$ cat src/hw/rtl/llt_pkg.sv
// package of character codes, token classes and result type for the line lexer
`timescale 1ns / 1ps
`default_nettype none

package llt_pkg;

   localparam logic [7:0] CH_NEWLINE = 8'h0A;
   localparam logic [7:0] CH_SPACE   = 8'h20;
   localparam logic [7:0] CH_QUOTE   = 8'h22;
   localparam logic [7:0] CH_HASH    = 8'h23;
   localparam logic [7:0] CH_DOT     = 8'h2E;

   typedef enum logic [2:0] {
      CLS_NONE   = 3'd0,
      CLS_WORD   = 3'd1,
      CLS_NUMBER = 3'd2,
      CLS_STRING = 3'd3,
      CLS_SYMBOL = 3'd4,
      CLS_OTHER  = 3'd5
   } token_class_type;

   typedef struct packed {
      logic [7:0]      echo_byte;
      token_class_type token_class;
      logic            token_start;
      logic            line_end;
      logic            comment_line;
   } result_type;

   function automatic logic is_letter(input logic [7:0] c);
      return (c >= 8'h41 && c <= 8'h5A) || (c >= 8'h61 && c <= 8'h7A);
   endfunction

   function automatic logic is_digit(input logic [7:0] c);
      return c >= 8'h30 && c <= 8'h39;
   endfunction

   function automatic logic is_operator(input logic [7:0] c);
      return c == 8'h3A || c == 8'h3D || c == 8'h2A || c == 8'h2F || c == 8'h2B ||
             c == 8'h2D || c == 8'h3C || c == 8'h3E || c == 8'h26 || c == 8'h7C ||
             c == 8'h21 || c == 8'h28 || c == 8'h29;
   endfunction

endpackage

`default_nettype wire

$ cat src/hw/rtl/line_lexer_token_marker_unit.sv
// top level of the line lexer: per-byte token classification with output skid stage
`timescale 1ns / 1ps
`default_nettype none

// Tags an ASCII byte stream one byte per request: each byte comes back with
// its token class, a token start flag, an end of line flag and a comment line
// flag. One request is taken every cycle unless req_stall is high; its result
// goes to the output register, or to the skid stage while that is held. The
// lexer mode register is updated in the same cycle the byte is taken, so
// back-to-back bytes run at full rate. The output register and one-entry skid
// stage decouple results, so rsp_stall reaches req_stall only once both are full.
module line_lexer_token_marker_unit
   import llt_pkg::*;
(
   input  wire logic       clock,
   input  wire logic       reset,
   input  wire logic       req_valid,
   output logic            req_stall,
   input  wire logic [7:0] req_char_byte,
   output logic            rsp_valid,
   input  wire logic       rsp_stall,
   output logic [7:0]      rsp_echo_byte,
   output logic [2:0]      rsp_token_class,
   output logic            rsp_token_start,
   output logic            rsp_line_end,
   output logic            rsp_comment_line
);

   typedef enum logic [2:0] {
      MODE_IDLE    = 3'd0,
      MODE_WORD    = 3'd1,
      MODE_NUMBER  = 3'd2,
      MODE_STRING  = 3'd3,
      MODE_SYMBOL  = 3'd4,
      MODE_COMMENT = 3'd5
   } mode_type;

   mode_type   mode_ff, mode_in;
   logic       line_start_ff, line_start_in;
   logic       out_valid_ff, skid_valid_ff;
   result_type out_ff, skid_ff;
   result_type res;
   logic       accept, out_free, fresh;
   logic [7:0] c;

   assign c        = req_char_byte;
   assign req_stall = skid_valid_ff;
   assign accept   = req_valid && !skid_valid_ff;
   assign out_free = !out_valid_ff || !rsp_stall;

   always_comb begin
      res           = '0;
      res.echo_byte = c;
      res.token_class = CLS_NONE;
      mode_in       = mode_ff;
      line_start_in = line_start_ff;
      fresh         = 1'b0;
      if (c == CH_NEWLINE) begin
         res.line_end     = 1'b1;
         res.comment_line = (mode_ff == MODE_COMMENT);
         mode_in          = MODE_IDLE;
         line_start_in    = 1'b1;
      end else begin
         priority if (line_start_ff && c == CH_HASH) begin
            mode_in          = MODE_COMMENT;
            res.comment_line = 1'b1;
         end else if (mode_ff == MODE_COMMENT) begin
            res.comment_line = 1'b1;
         end else if (mode_ff == MODE_STRING) begin
            res.token_class = CLS_STRING;
            if (c == CH_QUOTE) begin
               mode_in = MODE_IDLE;
            end
         end else if (mode_ff == MODE_WORD && (is_letter(c) || is_digit(c))) begin
            res.token_class = CLS_WORD;
         end else if (mode_ff == MODE_NUMBER && (is_digit(c) || c == CH_DOT)) begin
            res.token_class = CLS_NUMBER;
         end else if (mode_ff == MODE_SYMBOL && is_operator(c)) begin
            res.token_class = CLS_SYMBOL;
         end else begin
            fresh = 1'b1;
         end

         if (fresh) begin
            res.token_start = 1'b1;
            priority if (c == CH_SPACE) begin
               res.token_start = 1'b0;
               mode_in         = MODE_IDLE;
            end else if (is_letter(c)) begin
               res.token_class = CLS_WORD;
               mode_in         = MODE_WORD;
            end else if (is_digit(c)) begin
               res.token_class = CLS_NUMBER;
               mode_in         = MODE_NUMBER;
            end else if (c == CH_QUOTE) begin
               res.token_class = CLS_STRING;
               mode_in         = MODE_STRING;
            end else if (is_operator(c)) begin
               res.token_class = CLS_SYMBOL;
               mode_in         = MODE_SYMBOL;
            end else begin
               res.token_class = CLS_OTHER;
               mode_in         = MODE_IDLE;
            end
         end
         line_start_in = 1'b0;
      end
   end

   always_ff @(posedge clock) begin
      if (reset) begin
         mode_ff       <= MODE_IDLE;
         line_start_ff <= 1'b1;
         out_valid_ff  <= 1'b0;
         skid_valid_ff <= 1'b0;
      end else begin
         if (accept) begin
            mode_ff       <= mode_in;
            line_start_ff <= line_start_in;
         end
         if (out_free) begin
            if (skid_valid_ff) begin
               out_ff        <= skid_ff;
               out_valid_ff  <= 1'b1;
               skid_valid_ff <= 1'b0;
            end else if (accept) begin
               out_ff       <= res;
               out_valid_ff <= 1'b1;
            end else begin
               out_valid_ff <= 1'b0;
            end
         end else if (accept) begin
            skid_ff       <= res;
            skid_valid_ff <= 1'b1;
         end
      end
   end

   assign rsp_valid        = out_valid_ff;
   assign rsp_echo_byte    = out_ff.echo_byte;
   assign rsp_token_class  = out_ff.token_class;
   assign rsp_token_start  = out_ff.token_start;
   assign rsp_line_end     = out_ff.line_end;
   assign rsp_comment_line = out_ff.comment_line;

endmodule

`default_nettype wire

$ cat config.mk
export PLATFORM = sky130hd
export DESIGN_NAME = line_lexer_token_marker_unit
export DESIGN_NICKNAME = d
export VERILOG_FILES = /design/src/hw/rtl/llt_pkg.sv /design/src/hw/rtl/line_lexer_token_marker_unit.sv
export SDC_FILE = /design/constraint.sdc
export NUM_CORES = 1
export LEC_CHECK = 0
export ABC_CLOCK_PERIOD_IN_PS = 3080
export BUFFER_PORTS_ARGS = -buffer_cell sky130_fd_sc_hd__buf_2
export CAP_MARGIN = 25
export CORE_MARGIN = 2
export CORE_UTILIZATION = 46
export DETAILED_ROUTE_END_ITERATION = 12
export PLACE_DENSITY = 0.77
export SLEW_MARGIN = 0
export SYNTH_ARGS = -nofsm -noshare
export SYNTH_HDL_FRONTEND = slang
export SYNTH_SLANG_ARGS = --single-unit
$ cat constraint.sdc
create_clock -name clock -period 3.08 [get_ports clock]
set_input_delay 0.308 -clock clock [delete_from_list [all_inputs] [get_ports clock]]
set_output_delay 0.308 -clock clock [all_outputs]
set_load 0.01 [all_outputs]
==> qor.log <==
qor: pwr.intPower 0.736 mW
qor: finish.regArea 961 um^2
qor: pwr.power.combinational.fraction 10.4%
qor: global_route.grt-ovfl-total 0
qor: setup_path.cp_data_required_time 2.99 ns
qor: drt.detail_route.wirelength 3440 um
qor: setup_path.timing.rr.end skid_ff[7]
qor: sta.timing.final.crit_share 66.8%
qor: logic_synthesis.synth_enable_flop_cells 28
qor: logic_synthesis.synthFlopType edfxtp_1
qor: logic_synthesis.yosys.cell_types.count 47
qor: sta.final-hold-violation-count 0
qor: finish.antennaDiodeCount 0
qor: finish.fillCellCount 306
qor: place.pre_cts_slack 1.00 ns
qor: place.dp.final_hpwl 2560 um
qor: clock_tree.post_cts_resized 0
qor: pwr.power.share.clock 34.8%
qor: setup_path.crit_path_max_incr_delay 0.77 ns
qor: pwr.power_share_of_the_sequential_group 54.8%
qor: sta.rel_slew_slack 34.2%
qor: setup_path.worst_path_max_delay_cell nor3_2
qor: die.placementRows 22
qor: finish.commonest_cells_after_routing_fill_and_taps_aside edfxtp_1 (28), buf_2 (27), nor2_1 (12), nand2_1 (12), mux2_2 (9)
qor: hold_path.hold_path_end skid_ff[11]
qor: setup_path.crit_path_end_kind flip-flop
qor: clock_tree.clock-sinks 34
qor: logic_synthesis.yosys.area_share.xor_xnor 0%
qor: logic_synthesis.synthesis.area 1760 um^2
qor: die.dieArea 4330 um^2
qor: logic_synthesis.arithmetic_cell_share_of_the_synthesized_area_counting_full_adders_half_adders_and_majority_gates 0%
qor: sta.rsz0062_at_grt no
qor: drt.ant_nets 0
qor: pwr.total_power 0.953 mW
qor: setup_path.reg2reg_from req_stall
qor: logic_synthesis.synth_async_sr_flop_share 0%
qor: clock_tree.tritoncts.num_buffers 5
qor: setup_path.setup.worst_path.start req_stall
qor: setup_path.criticalPathCategory flip-flop to flip-flop
qor: global_route.grt_max_degree 23
qor: drt.detailroute.via_count 1,272
qor: setup_path.worst_path_dominant_cell_family simple AND/OR/NAND/NOR gates
qor: die.chipHeight 65.8 um
qor: job.cap_viol_max_count 0
qor: clock_tree.cts.root.buffer_cell clkbuf_8
qor: drt.via_per_instance_ratio 5.65
qor: setup_path.crit_path_max_fanout 22
qor: drt.dr.first_iter.drc_count 43
qor: global_route.grt_util_all_layers 17.7%
qor: finish.multiInputGateArea 741 um^2
qor: logic_synthesis.syn_nets 160
qor: logic_synthesis.ys_top_cells_by_area edfxtp_1 (48%), dfxtp_1 (6.8%), mux2_2 (5.8%)
qor: hold_path.hold_path_class input pin to flip-flop
qor: clock_tree.count_of_hold_fix_buffers_inserted_at_cts 0
qor: die.core-area 3660 um^2
qor: sta.period_needed 2.06 ns
qor: pwr.power.net_switching 0.218 mW
qor: finish.utilization_of_the_core_after_routing 55.0%
qor: logic_synthesis.main_combinational_cell_family_by_area_after_synthesis simple AND/OR/NAND/NOR gates
qor: logic_synthesis.synth.top_cell.area_share 47.9%
qor: place.place_congestion 0.923
qor: sta.final.setup_skew 0.00267 ns
qor: sta.setup_tns 0 ns
qor: clock_tree.cts_max_path_buffers 2
qor: logic_synthesis.yosysSeqAreaShare 54.7%
qor: setup_path.rr_worst_depth 2
qor: run_status.run_status completed
qor: pwr.power.static_leakage 0.716 nW
qor: die.io_pins 28
qor: hold_path.min_from req_char_byte[5]
qor: sta.maxSlewViolCount 0
qor: global_route.initial_antenna_violation_count 0
qor: logic_synthesis.syn_inst 148
qor: logic_synthesis.synthesis.area_per_instance 11.9 um^2
qor: sta.fmax 486 MHz
qor: drt.drcViolationCount 0
qor: pwr.pwr_density_cell 474 nW/um^2
qor: setup_path.crit_arrival 1.97 ns
qor: global_route.first_global_vias 1,224
qor: die.floorplan.die.width 65.8 um
qor: clock_tree.cts-htree-levels 2
qor: setup_path.cp-start-kind flip-flop
qor: pwr.ir_drop 183 uV
qor: sta.min_setup_slack_post_route 1.02 ns
qor: global_route.first_pass_grt_wire_length 5660 um
qor: logic_synthesis.synthesis.yosys.warnings 0
qor: die.initial_utilization 47.9%
qor: pwr.p_sw_share 22.8%
qor: logic_synthesis.yosys_register_bits 34
qor: logic_synthesis.synth-compound-area-share 14.9%
qor: finish.layout_commonest_cell edfxtp_1
qor: clock_tree.post-cts-setup-buffer-count 0
qor: drt.drt_pass1_iterations 4
qor: setup_path.cp.buffers_inverters 0
qor: finish.finish.net_count 188
qor: drt.wl_per_cell 15.3 um
qor: hold_path.hold-path-cell-count 1
qor: clock_tree.clk_latency 0.29 ns
qor: place.port_buffers 27
qor: sta.final-setup-viol-count 0
qor: sta.max_slew.worst_pin.slew 0.981 ns
qor: setup_path.timing.critical_path.cells nand2b_1, nor3_2
qor: logic_synthesis.synth_mux_area_share 5.77%
qor: clock_tree.clock_tree_from_tritoncts yes
qor: logic_synthesis.synthSimpleGateAreaFrac 21.0%
qor: setup_path.rrSetupSlack 1.02 ns
qor: finish.syn_to_final_growth 14.7%
qor: finish.drive_above_1_share 33.3%
qor: logic_synthesis.synth_largest_area_cell edfxtp_1
qor: clock_tree.cts.reportedPaths.clkPinSlew 0.06 ns
==> state kept, by name, summed over array words and instances (netlist names) <==
| name | cells |
|---|---|
| rsp_token_class | 3 |
| rsp_comment_line | 1 |
| req_stall | 1 |
| rsp_line_end | 1 |
| rsp_token_start | 1 |
| rsp_echo_byte | 8 |
| rsp_valid | 1 |
| skid_ff | 14 |
| line_start_ff | 1 |
| mode_ff | 3 |
==> area by class of cell <==
| class | count | area share (%) |
|---|---|---|
| sequential | 34 | 47.7 |
| inverter | 5 | 0.932 |
| timing repair buffer | 28 | 7.09 |
| multi-input combinational | 102 | 36.8 |
| clock buffer | 8 | 4.47 |
| tap | 48 | 2.98 |
==> power by group through the flow <==
stage          combinational [mW]  clock (mW)  sequential (mW)
5_1_grt                     0.109       0.358            0.523
6_report                   0.0990       0.332            0.522
2_1_floorplan              0.0623           0            0.535
4_1_cts                    0.0988       0.337            0.523
3_3_place_gp               0.0949           0            0.531
3_5_place_dp               0.0984           0            0.532
==> per-layer routing <==
layer  share of wire [%]  track usage [%]  wire [um]  vias to the layer above
met1                  44             21.5       1530                      604
li1                    -                -          -                      623
met5                   0                0          0                        -
met3                 4.2             5.28        146                       10
met4                 2.9             9.64         99                        0
met2                  49             28.2       1670                       35
==> cell families (layout without fill, tap and decap cells) <==
kind of cell,after synthesis,count (layout)
flops,34,34
mux,9,9
simple gates,62,62
compound gates,31,31
buf+inv,12,41
==> synth_stat cells (2+ instances only) <==
cell type / instances
a21o_1: 2
a21oi_1: 5
and2b_1: 2
buf_2: 3
buf_6: 2
clkbuf_1: 2
dfxtp_1: 6
edfxtp_1: 28
inv_1: 5
mux2_2: 9
nand2_1: 12
nand2b_1: 3
nand3_1: 8
nand3b_1: 3
nor2_1: 12
nor2b_1: 4
nor3_1: 4
nor3b_2: 2
nor4_1: 2
o21ai_0: 3
o21ai_2: 2
o31a_1: 2
o31ai_1: 2
o41ai_2: 2
==> stage by stage <==
step | hold slack (ns) | cells | area, um^2
after global placement | 0.469 | 217 | 1920
after floorplan | 0.407 | 148 | 1760
after global routing | 0.295 | 225 | 2010
final | 0.293 | 225 | 2010
after CTS | 0.289 | 225 | 2010
after detailed placement | 0.514 | 217 | 1920
==> worst max path at each step <==
stage                        to  slack [ns]  depth (start not counted)
2_1_floorplan  rsp_comment_line        0.79                          3
5_1_grt              skid_ff[7]        0.82                          2
4_1_cts              skid_ff[7]        0.99                          2
3_3_place_gp         skid_ff[8]        1.09                          2
6_report             skid_ff[7]        1.02                          2
3_5_place_dp         skid_ff[8]        1.00                          2
No activity file was read; power rests on OpenSTA's default activity.
